**src/rtl/iht_pkg.sv**
```systemverilog
// shared constants, types and helper functions for the imu heading and tilt block
`default_nettype none
package iht_pkg;

  localparam int CORDIC_ITERATIONS = 16;
  localparam int ATAN_ENTRIES      = 24;
  localparam int ITER_COUNT        = (CORDIC_ITERATIONS < ATAN_ENTRIES) ?
                                     CORDIC_ITERATIONS : ATAN_ENTRIES;
  localparam int ITER_W            = $clog2(ITER_COUNT);
  localparam int TAB_W             = $clog2(ATAN_ENTRIES);

  localparam int DATA_W  = 16;
  localparam int HEAD_W  = 48;
  localparam int PROD_W  = 34;
  localparam int XY_W    = 36;
  localparam int ANG_W   = 34;
  localparam int XF_W    = 34;
  localparam int XF_LO_W = 17;
  localparam int XF_HI_W = XF_W - XF_LO_W;
  localparam int GAIN_W  = 30;

  localparam logic [GAIN_W-1:0] INV_GAIN = 30'd652032874;
  localparam logic signed [ANG_W-1:0] ANG_QUARTER = 34'sd1073741824;

  typedef enum logic [2:0] {
    ST_IDLE,
    ST_PRE,
    ST_ITER,
    ST_GAIN_LO,
    ST_GAIN_HI,
    ST_DONE
  } iht_state_t;

  typedef struct packed {
    logic              load;
    logic              head;
    logic              pre;
    logic              iter;
    logic [ITER_W-1:0] idx;
    logic              gain_lo;
    logic              gain_hi;
    logic              finish;
  } iht_cmd_t;

  typedef struct packed {
    logic out_blocked;
  } iht_status_t;

  // round(atan(2^-i) * 2^31 / pi)
  function automatic logic signed [ANG_W-1:0] atan_entry(input logic [TAB_W-1:0] i);
    logic signed [ANG_W-1:0] v;
    case (i)
      5'd0:    v = 34'sd536870912;
      5'd1:    v = 34'sd316933406;
      5'd2:    v = 34'sd167458907;
      5'd3:    v = 34'sd85004756;
      5'd4:    v = 34'sd42667331;
      5'd5:    v = 34'sd21354465;
      5'd6:    v = 34'sd10679838;
      5'd7:    v = 34'sd5340245;
      5'd8:    v = 34'sd2670163;
      5'd9:    v = 34'sd1335087;
      5'd10:   v = 34'sd667544;
      5'd11:   v = 34'sd333772;
      5'd12:   v = 34'sd166886;
      5'd13:   v = 34'sd83443;
      5'd14:   v = 34'sd41722;
      5'd15:   v = 34'sd20861;
      5'd16:   v = 34'sd10430;
      5'd17:   v = 34'sd5215;
      5'd18:   v = 34'sd2608;
      5'd19:   v = 34'sd1304;
      5'd20:   v = 34'sd652;
      5'd21:   v = 34'sd326;
      5'd22:   v = 34'sd163;
      5'd23:   v = 34'sd81;
      default: v = '0;
    endcase
    return v;
  endfunction

  // angle at lsb pi/2^31 to output lsb pi/2^15, rounded half up, mod 2^16
  function automatic logic [DATA_W-1:0] angle_out(input logic signed [ANG_W-1:0] a);
    logic signed [ANG_W-1:0] s;
    s = a + 34'sd32768;
    return s[31:16];
  endfunction

endpackage
`default_nettype wire

```
**src/rtl/iht_sample_if.sv**
```systemverilog
// input channel interface carrying one imu sample per beat
`default_nettype none
interface iht_sample_if;
  logic               valid;
  logic               ready;
  logic signed [15:0] gyro_z_rate;
  logic signed [15:0] accel_x;
  logic signed [15:0] accel_y;
  logic signed [15:0] accel_z;
  logic        [15:0] elapsed_ms;

  modport source (
    output valid, gyro_z_rate, accel_x, accel_y, accel_z, elapsed_ms,
    input  ready
  );
  modport sink (
    input  valid, gyro_z_rate, accel_x, accel_y, accel_z, elapsed_ms,
    output ready
  );
endinterface
`default_nettype wire

```
**src/rtl/iht_result_if.sv**
```systemverilog
// output channel interface carrying heading and tilt per beat
`default_nettype none
interface iht_result_if;
  logic               valid;
  logic               ready;
  logic signed [47:0] heading_sum;
  logic signed [15:0] roll_angle;
  logic signed [15:0] pitch_angle;

  modport source (
    output valid, heading_sum, roll_angle, pitch_angle,
    input  ready
  );
  modport sink (
    input  valid, heading_sum, roll_angle, pitch_angle,
    output ready
  );
endinterface
`default_nettype wire

```
**src/rtl/iht_ctrl.sv**
```systemverilog
// sequencing state machine for heading update and two cordic passes
`default_nettype none
module iht_ctrl (
  input  wire logic                clk,
  input  wire logic                rst,
  input  wire logic                in_accept,
  output logic                     in_ready,
  input  wire iht_pkg::iht_status_t sts,
  output iht_pkg::iht_cmd_t        cmd
);

  iht_pkg::iht_state_t             state, state_next;
  logic                            pass, pass_next;
  logic [iht_pkg::ITER_W-1:0]      cnt, cnt_next;
  logic                            cnt_last;

  assign cnt_last = (cnt == iht_pkg::ITER_W'(iht_pkg::ITER_COUNT - 1));

  always_ff @(posedge clk) begin
    if (rst) begin
      state <= iht_pkg::ST_IDLE;
      pass  <= 1'b0;
      cnt   <= '0;
    end else begin
      state <= state_next;
      pass  <= pass_next;
      cnt   <= cnt_next;
    end
  end

  always_comb begin
    state_next = state;
    pass_next  = pass;
    cnt_next   = cnt;
    case (state)
      iht_pkg::ST_IDLE: begin
        if (in_accept) begin
          state_next = iht_pkg::ST_PRE;
          pass_next  = 1'b0;
        end
      end
      iht_pkg::ST_PRE: begin
        state_next = iht_pkg::ST_ITER;
        cnt_next   = '0;
      end
      iht_pkg::ST_ITER: begin
        cnt_next = cnt + 1'b1;
        if (cnt_last) begin
          state_next = pass ? iht_pkg::ST_DONE : iht_pkg::ST_GAIN_LO;
        end
      end
      iht_pkg::ST_GAIN_LO: state_next = iht_pkg::ST_GAIN_HI;
      iht_pkg::ST_GAIN_HI: begin
        state_next = iht_pkg::ST_PRE;
        pass_next  = 1'b1;
      end
      iht_pkg::ST_DONE: begin
        if (!sts.out_blocked) begin
          state_next = iht_pkg::ST_IDLE;
        end
      end
      default: state_next = iht_pkg::ST_IDLE;
    endcase
  end

  always_comb begin
    in_ready    = (state == iht_pkg::ST_IDLE);
    cmd.load    = in_accept;
    cmd.head    = (state == iht_pkg::ST_PRE) && !pass;
    cmd.pre     = (state == iht_pkg::ST_PRE);
    cmd.iter    = (state == iht_pkg::ST_ITER);
    cmd.idx     = cnt;
    cmd.gain_lo = (state == iht_pkg::ST_GAIN_LO);
    cmd.gain_hi = (state == iht_pkg::ST_GAIN_HI);
    cmd.finish  = (state == iht_pkg::ST_DONE) && !sts.out_blocked;
  end

endmodule
`default_nettype wire

```
**src/rtl/iht_datapath.sv**
```systemverilog
// heading accumulator, shared cordic vectoring unit and result register
`default_nettype none
module iht_datapath (
  input  wire logic                       clk,
  input  wire logic                       rst,
  input  wire iht_pkg::iht_cmd_t          cmd,
  output iht_pkg::iht_status_t            sts,
  input  wire logic                       cfg_we,
  input  wire logic signed [15:0]         cfg_wdata,
  input  wire logic signed [15:0]         gyro_z_rate,
  input  wire logic signed [15:0]         accel_x,
  input  wire logic signed [15:0]         accel_y,
  input  wire logic signed [15:0]         accel_z,
  input  wire logic        [15:0]         elapsed_ms,
  output logic                            out_valid,
  input  wire logic                       out_ready,
  output logic signed [47:0]              heading_sum,
  output logic signed [15:0]              roll_angle,
  output logic signed [15:0]              pitch_angle
);

  localparam int XY_W  = iht_pkg::XY_W;
  localparam int ANG_W = iht_pkg::ANG_W;

  logic signed [15:0]                   gyro_z_bias;
  logic signed [iht_pkg::HEAD_W-1:0]    head_acc;
  logic signed [iht_pkg::PROD_W-1:0]    head_prod;
  logic signed [15:0]                   nax;
  logic signed [XY_W-1:0]               x, y;
  logic signed [ANG_W-1:0]              ang;
  logic                                 zero;
  logic [15:0]                          roll;
  logic [iht_pkg::XF_LO_W+iht_pkg::GAIN_W-1:0] p_lo;
  logic [iht_pkg::XF_HI_W-1:0]          xf_hi;

  logic signed [16:0]                   rate_c;
  logic signed [iht_pkg::HEAD_W:0]      head_sum;
  logic signed [XY_W-1:0]               dx, dy;
  logic [iht_pkg::XF_W-1:0]             xf;
  logic [iht_pkg::XF_HI_W+iht_pkg::GAIN_W-1:0] p_hi;
  logic [63:0]                          gain_sum;
  logic signed [ANG_W-1:0]              ang_fin;

  always_comb begin
    rate_c   = {gyro_z_rate[15], gyro_z_rate} - {gyro_z_bias[15], gyro_z_bias};
    head_sum = {head_acc[iht_pkg::HEAD_W-1], head_acc}
             + {{(iht_pkg::HEAD_W + 1 - iht_pkg::PROD_W){head_prod[iht_pkg::PROD_W-1]}},
                head_prod};
    dx       = y >>> cmd.idx;
    dy       = x >>> cmd.idx;
    xf       = x[XY_W-1] ? '0 : x[iht_pkg::XF_W-1:0];
    p_hi     = xf_hi * iht_pkg::INV_GAIN;
    gain_sum = {p_hi, {iht_pkg::XF_LO_W{1'b0}}} + 64'(p_lo) + 64'd536870912;
    ang_fin  = zero ? '0 : ang;
    sts.out_blocked = out_valid && !out_ready;
  end

  // bias register and heading accumulator
  always_ff @(posedge clk) begin
    if (rst) begin
      gyro_z_bias <= '0;
      head_acc    <= '0;
    end else begin
      if (cfg_we) begin
        gyro_z_bias <= cfg_wdata;
      end
      if (cmd.head) begin
        if (head_sum[iht_pkg::HEAD_W] != head_sum[iht_pkg::HEAD_W-1]) begin
          head_acc <= head_sum[iht_pkg::HEAD_W] ?
                      {1'b1, {(iht_pkg::HEAD_W-1){1'b0}}} :
                      {1'b0, {(iht_pkg::HEAD_W-1){1'b1}}};
        end else begin
          head_acc <= head_sum[iht_pkg::HEAD_W-1:0];
        end
      end
    end
  end

  // cordic and gain datapath
  always_ff @(posedge clk) begin
    if (cmd.load) begin
      head_prod <= iht_pkg::PROD_W'(rate_c * $signed({1'b0, elapsed_ms}));
      nax       <= (accel_x == 16'sh8000) ? 16'sh7fff : -accel_x;
      x         <= {{(XY_W-32){accel_z[15]}}, accel_z, 16'h0000};
      y         <= {{(XY_W-32){accel_y[15]}}, accel_y, 16'h0000};
    end else if (cmd.pre) begin
      if (x == '0 && y == '0) begin
        zero <= 1'b1;
        ang  <= '0;
      end else begin
        zero <= 1'b0;
        if (x[XY_W-1]) begin
          if (!y[XY_W-1]) begin
            x   <= y;
            y   <= -x;
            ang <= iht_pkg::ANG_QUARTER;
          end else begin
            x   <= -y;
            y   <= x;
            ang <= -iht_pkg::ANG_QUARTER;
          end
        end else begin
          ang <= '0;
        end
      end
    end else if (cmd.iter) begin
      if (!y[XY_W-1]) begin
        x   <= x + dx;
        y   <= y - dy;
        ang <= ang + iht_pkg::atan_entry(iht_pkg::TAB_W'(cmd.idx));
      end else begin
        x   <= x - dx;
        y   <= y + dy;
        ang <= ang - iht_pkg::atan_entry(iht_pkg::TAB_W'(cmd.idx));
      end
    end else if (cmd.gain_lo) begin
      p_lo  <= xf[iht_pkg::XF_LO_W-1:0] * iht_pkg::INV_GAIN;
      xf_hi <= xf[iht_pkg::XF_W-1:iht_pkg::XF_LO_W];
      roll  <= iht_pkg::angle_out(ang_fin);
    end else if (cmd.gain_hi) begin
      // magnitude of (y,z) at scale 2^16, gain removed
      x <= {{(XY_W-34){1'b0}}, gain_sum[63:30]};
      y <= {{(XY_W-32){nax[15]}}, nax, 16'h0000};
    end
  end

  // result register
  always_ff @(posedge clk) begin
    if (rst) begin
      out_valid <= 1'b0;
    end else if (cmd.finish) begin
      out_valid <= 1'b1;
    end else if (out_ready) begin
      out_valid <= 1'b0;
    end
  end

  always_ff @(posedge clk) begin
    if (cmd.finish) begin
      heading_sum <= head_acc;
      roll_angle  <= roll;
      pitch_angle <= iht_pkg::angle_out(ang_fin);
    end
  end

endmodule
`default_nettype wire

```
**src/rtl/imu_heading_and_tilt.sv**
```systemverilog
// top level: gyro heading integration and accelerometer roll/pitch
`default_nettype none
// one sample in work at a time: the single shared cordic unit does the roll pass and then
//   the pitch pass, one rotation per cycle
// a finished result sits in the output register; the next sample is taken meanwhile
// reset: synchronous, clears the heading accumulator, the bias register and all
//   handshake state; ready is high the cycle after reset drops
module imu_heading_and_tilt (
  input  wire logic          clk,
  input  wire logic          rst,
  iht_sample_if.sink         sample,
  iht_result_if.source       result,
  input  wire logic          cfg_we,
  input  wire logic [15:0]   cfg_wdata
);

  iht_pkg::iht_cmd_t    cmd;
  iht_pkg::iht_status_t sts;
  logic                 in_ready;
  logic                 in_accept;

  // a sample beat moves when the controller sits idle
  assign in_accept    = sample.valid && in_ready;
  assign sample.ready = in_ready;

  // controller: idle, pre-rotate, iterate, gain correct, then pre-rotate and iterate for pitch and hand over the result
  iht_ctrl u_ctrl (
    .clk       (clk),
    .rst       (rst),
    .in_accept (in_accept),
    .in_ready  (in_ready),
    .sts       (sts),
    .cmd       (cmd)
  );

  // datapath: heading multiply-accumulate with saturation, cordic vectoring,
  // split gain multiply and the result register
  iht_datapath u_dp (
    .clk         (clk),
    .rst         (rst),
    .cmd         (cmd),
    .sts         (sts),
    .cfg_we      (cfg_we),
    .cfg_wdata   (cfg_wdata),
    .gyro_z_rate (sample.gyro_z_rate),
    .accel_x     (sample.accel_x),
    .accel_y     (sample.accel_y),
    .accel_z     (sample.accel_z),
    .elapsed_ms  (sample.elapsed_ms),
    .out_valid   (result.valid),
    .out_ready   (result.ready),
    .heading_sum (result.heading_sum),
    .roll_angle  (result.roll_angle),
    .pitch_angle (result.pitch_angle)
  );

endmodule
`default_nettype wire

```
**src/flat_wrapper.sv**
```systemverilog
// flat-port wrapper written by rule: the top's interface ports become plain ports
module imu_heading_and_tilt_flat 
  (clk, rst, cfg_we, cfg_wdata, sample_valid, sample_gyro_z_rate, sample_accel_x, sample_accel_y, sample_accel_z, sample_elapsed_ms, sample_ready, result_valid, result_heading_sum, result_roll_angle, result_pitch_angle, result_ready);
  iht_sample_if sample_i ();
  iht_result_if result_i ();
  input  wire logic clk;
  input  wire logic rst;
  input  wire logic cfg_we;
  input  wire logic [15:0] cfg_wdata;
  input wire logic [$bits(sample_i.valid)-1:0] sample_valid;
  input wire logic [$bits(sample_i.gyro_z_rate)-1:0] sample_gyro_z_rate;
  input wire logic [$bits(sample_i.accel_x)-1:0] sample_accel_x;
  input wire logic [$bits(sample_i.accel_y)-1:0] sample_accel_y;
  input wire logic [$bits(sample_i.accel_z)-1:0] sample_accel_z;
  input wire logic [$bits(sample_i.elapsed_ms)-1:0] sample_elapsed_ms;
  output wire logic [$bits(sample_i.ready)-1:0] sample_ready;
  output wire logic [$bits(result_i.valid)-1:0] result_valid;
  output wire logic [$bits(result_i.heading_sum)-1:0] result_heading_sum;
  output wire logic [$bits(result_i.roll_angle)-1:0] result_roll_angle;
  output wire logic [$bits(result_i.pitch_angle)-1:0] result_pitch_angle;
  input wire logic [$bits(result_i.ready)-1:0] result_ready;
  assign sample_i.valid = sample_valid;
  assign sample_i.gyro_z_rate = sample_gyro_z_rate;
  assign sample_i.accel_x = sample_accel_x;
  assign sample_i.accel_y = sample_accel_y;
  assign sample_i.accel_z = sample_accel_z;
  assign sample_i.elapsed_ms = sample_elapsed_ms;
  assign sample_ready = sample_i.ready;
  assign result_valid = result_i.valid;
  assign result_heading_sum = result_i.heading_sum;
  assign result_roll_angle = result_i.roll_angle;
  assign result_pitch_angle = result_i.pitch_angle;
  assign result_i.ready = result_ready;
  imu_heading_and_tilt u_core (.clk(clk), .rst(rst), .sample(sample_i), .result(result_i), .cfg_we(cfg_we), .cfg_wdata(cfg_wdata));
endmodule
```
**config.mk**
```make
export PLATFORM = sky130hd
export DESIGN_NAME = imu_heading_and_tilt_flat
export DESIGN_NICKNAME = d
export VERILOG_FILES = /design/src/rtl/iht_pkg.sv /design/src/rtl/iht_sample_if.sv /design/src/rtl/iht_result_if.sv /design/src/rtl/iht_ctrl.sv /design/src/rtl/iht_datapath.sv /design/src/rtl/imu_heading_and_tilt.sv /design/src/flat_wrapper.sv
export SDC_FILE = /design/constraint.sdc
export NUM_CORES = 2
export LEC_CHECK = 0
export BUFFER_PORTS_ARGS = -buffer_cell sky130_fd_sc_hd__buf_2
export CAP_MARGIN = 25
export CORE_AREA = 4 4 421 423
export CTS_CLUSTER_SIZE = 25
export DETAILED_ROUTE_END_ITERATION = 10
export DIE_AREA = 0 0 425 427
export HOLD_SLACK_MARGIN = 0.12
export PLACE_DENSITY = 0.55
export SLEW_MARGIN = 40
export SYNTH_ARGS = -nofsm -noshare
export SYNTH_HDL_FRONTEND = slang
export SYNTH_SLANG_ARGS = --single-unit
```
**constraint.sdc**
```tcl
create_clock -name clk -period 11.05 [get_ports clk]
set_input_delay 1.105 -clock clk [delete_from_list [all_inputs] [get_ports clk]]
set_output_delay 1.105 -clock clk [all_outputs]
set_load 0.02 [all_outputs]
```
==> results.sh <==
export IMPL_synth_main_ff_cell="edfxtp_1"
export IMPL_start_kind="register"
export IMPL_routedWlPerCell_um=20.20
export IMPL_dp_hpwl_um=147800
export IMPL_syn_nets=8065
export IMPL_numCtsBuffers=48
export IMPL_max_stage_delay_ns=0.65
export IMPL_overflow=0
export IMPL_synth_area_per_cell_um2=9.073
export IMPL_grt_usage_pct=19.96
export IMPL_grt_pass1_wl_um=284600
export IMPL_crit_path_end_kind="register"
export IMPL_min_from="u_core.u_dp.roll[12]$_DFFE_PP_"
export IMPL_fin_setup_tns_ns=0
export IMPL_vias=47320
export IMPL_max_freq_mhz=96.53
export IMPL_finalSetupViolCount=0
export IMPL_cts_root_buf="clkbuf_16"
export IMPL_hold_viol_final=0
export IMPL_slew_violations=0
export IMPL_highest_layer="met4"
export IMPL_required_ns=11.45
export IMPL_grt_pass1_vias=48810
export IMPL_worstReg2RegStart="u_core.u_dp.xf_hi[7]$_SDFFCE_PP0P_"
export IMPL_drt_met1_wl_um=78490
export IMPL_drc=0
export IMPL_synth_enable_flop_cells=265
export IMPL_start_util_pct=34.81
export IMPL_reg2regPathDepth=36
export IMPL_cts_tree="done"
export IMPL_r2r_end="u_core.u_dp.x[33]$_DFFE_PP_"
export IMPL_drt_iter0_drc=3148
export IMPL_grt_max_degree=79
export IMPL_die_y_um=427
export IMPL_holdPathEnd="u_core.u_dp.roll_angle[12]$_DFFE_PP_"
export IMPL_worstMarginPinSlew_ns=0.8345
export IMPL_max_cap_violations=0
export IMPL_clkSinkCount=400
export IMPL_yosys_warnings=0
export IMPL_io_buffers=182
export IMPL_holdPathStages=0
export IMPL_status="complete, no violations"
export IMPL_slowest_stage="or4b_1"
export IMPL_synthToLayoutAreaGrowth_pct=8.574
export IMPL_async_reset_ff_share_pct=0
export IMPL_fin_crit_sh_pct=93.75
export IMPL_seq_area_frac_synth_pct=17.66
export IMPL_finalInstanceArea_um2=65550
export IMPL_io_pins=183
export IMPL_ant_nets=0
export IMPL_netlist_cell_type_count=97
export IMPL_cts_buffer_depth=3
export IMPL_syn_cell_area_um2=60370
export IMPL_rsz0062_at_grt="false"
export IMPL_rows=153
export IMPL_route_met3_wl_um=7848
export IMPL_routed_wirelength_um=182700
export IMPL_r2r_setup_slack_ns=0.69
export IMPL_place_area_um2=63680
export IMPL_cp_max_fo=6
export IMPL_slew_headroom_pct=43.97
export IMPL_crit_type="register to register"
export IMPL_nNetsFinal=8090
export IMPL_core_area_um2=173400
export IMPL_ys_ff_latch=400
export IMPL_hp_class="register to register"
export IMPL_clock_latency_ns=0.67
export IMPL_antenna_found_initial=2
export IMPL_syn_inst=6654
export IMPL_timing_final_crit_period_ns=10.36
export IMPL_met2_wirelength_um=91680
export IMPL_die_x_um=425
export IMPL_cts_htree_levels=2
export IMPL_cp_arrival_ns=10.76
export IMPL_via_per_inst=5.232
export IMPL_crit_start="u_core.u_dp.xf_hi[7]$_SDFFCE_PP0P_"
export IMPL_fin_skew_ns=0.06542
export IMPL_drt_pass1_iter_count=6
export IMPL_drive_gt1_share_pct=7.858
export IMPL_clk_pin_slew_ns=0.07
export IMPL_gp_congestion=0.9308
export IMPL_die_area_um2=181500
==> sequential cells by signal, summed over array words and instances, names as in the netlist, named ones only <==
name                     cells
u_core.u_ctrl.cnt            4
u_core.u_ctrl.pass           1
u_core.u_ctrl.state          3
u_core.u_dp.ang             32
u_core.u_dp.gyro_z_bias     16
u_core.u_dp.head_acc        48
u_core.u_dp.head_prod       34
u_core.u_dp.heading_sum     48
u_core.u_dp.nax             16
u_core.u_dp.out_valid        1
u_core.u_dp.p_lo            29
u_core.u_dp.pitch_angle     16
u_core.u_dp.roll            16
u_core.u_dp.roll_angle      16
u_core.u_dp.x               36
u_core.u_dp.xf_hi           17
u_core.u_dp.y               36
u_core.u_dp.zero             1
==> worst max path at each step <==
stage                                                to  cells past startpoint  slack (ns)
CTS                         u_core.u_dp.x[33]$_DFFE_PP_                     35        0.49
global route                u_core.u_dp.x[33]$_DFFE_PP_                     36        0.06
finish                      u_core.u_dp.x[33]$_DFFE_PP_                     36        0.69
floorplan           u_core.u_dp.head_prod[33]$_DFFE_PP_                     37        1.10
global placement    u_core.u_dp.head_prod[33]$_DFFE_PP_                     38        0.41
detailed placement  u_core.u_dp.head_prod[33]$_DFFE_PP_                     38        0.21
==> cells in the mapped netlist, drive strengths merged (17+ instances only) <==
cell / n / area share, %
or2: 21 / 0.22
a21o: 131 / 1.6
mux2i: 73 / 1.2
a22oi: 21 / 0.26
nor2: 438 / 2.7
o21ai: 309 / 2.6
a21boi: 22 / 0.27
o21bai: 30 / 0.37
fa: 671 / 22
edfxtp: 265 / 13
nor2b: 114 / 1.2
nor4: 35 / 0.40
ha: 639 / 13
nand2b: 73 / 0.76
a221oi: 17 / 0.25
mux2: 36 / 0.67
xor2: 163 / 2.4
xnor2: 262 / 3.8
o22ai: 22 / 0.23
mux4: 81 / 3.0
a211oi: 84 / 1.1
or3: 35 / 0.36
nand2: 498 / 3.1
clkbuf: 204 / 1.3
o21a: 39 / 0.48
dfxtp: 135 / 4.5
inv: 1027 / 6.4
a21oi: 418 / 3.5
a31oi: 54 / 0.56
and3: 27 / 0.28
nor3: 106 / 0.88
and2: 124 / 1.3
o211ai: 46 / 0.58
o31ai: 34 / 0.42
or4: 18 / 0.23
nand3: 70 / 0.58
buf: 71 / 0.56
nand4: 47 / 0.50
==> layout by cell type, fill, tap and decap left out, drive strengths merged, types with 163 or more instances in the layout <==
cell	n
a21oi	418
buf	250
edfxtp	265
fa	671
ha	639
inv	1034
nand2	498
nor2	438
o21ai	309
xnor2	262
xor2	163
==> critical path: cells and delay by family (launching register included) <==
family,cells,cell delay [ns]
adders and majority gates,9,3.93
AOI/OAI and AO/OA,11,2.70
buffers and inverters,6,0.57
and+or+nand+nor,8,2.01
xor gates and xnor gates,2,0.30
DFF,1,0.56
==> area by class of cell <==
class	instances	area, um2
multi-input combinational	4951	44860
fill	17600	107900
timing repair buffer	250	1476
clock buffer	53	1241
sequential	400	10670
tap	2325	2909
clock inverter	37	523.0
antenna	1	2.502
inverter	1028	3861
==> logic make-up (layout without fill, tap and decap cells) <==
logic type	Yosys count	count (layout)	synth area share [%]
AND/OR/NAND/NOR	1659	1659	13.23
AO/OA/AOI/OAI	1365	1365	14.29
adder cells (fa/ha/maj)	1312	1312	35.53
buffers and inverters	1303	1368	8.216
XOR/XNOR	425	425	6.166
flip-flops	400	400	17.66
multiplexers	190	190	4.910
other	0	1	0
==> metal layers <==
layer	global-route usage [%]	up-vias
met5	0	-
met4	4.838	0
met3	2.227	214
met2	35.80	1070
met1	25.63	23440
li1	-	22600
==> metrics by stage <==
| step | utilization (%) | instances | hold WS (ns) | setup WS [ns] |
|---|---|---|---|---|
| after floorplan | - | 6654 | 0.4003 | 1.095 |
| after global placement | 36.67 | 8941 | 0.4002 | 0.4057 |
| after detailed placement | 36.72 | 8945 | 0.4045 | 0.2050 |
| after CTS | 37.73 | 9035 | 0.4157 | 0.4852 |
| after global routing | 37.79 | 9044 | 0.4231 | 0.06004 |
| final | 37.79 | 9045 | 0.4113 | 0.6909 |
==> timing repair <==
action	CTS	global route
buffers inserted	0	6
hold buffers	0	0
gates resized for setup	0	0
endpoints found under the setup margin	0	3
Power is not shown: default switching activity piles up to over one toggle a cycle in this logic, so the estimate is an artifact.
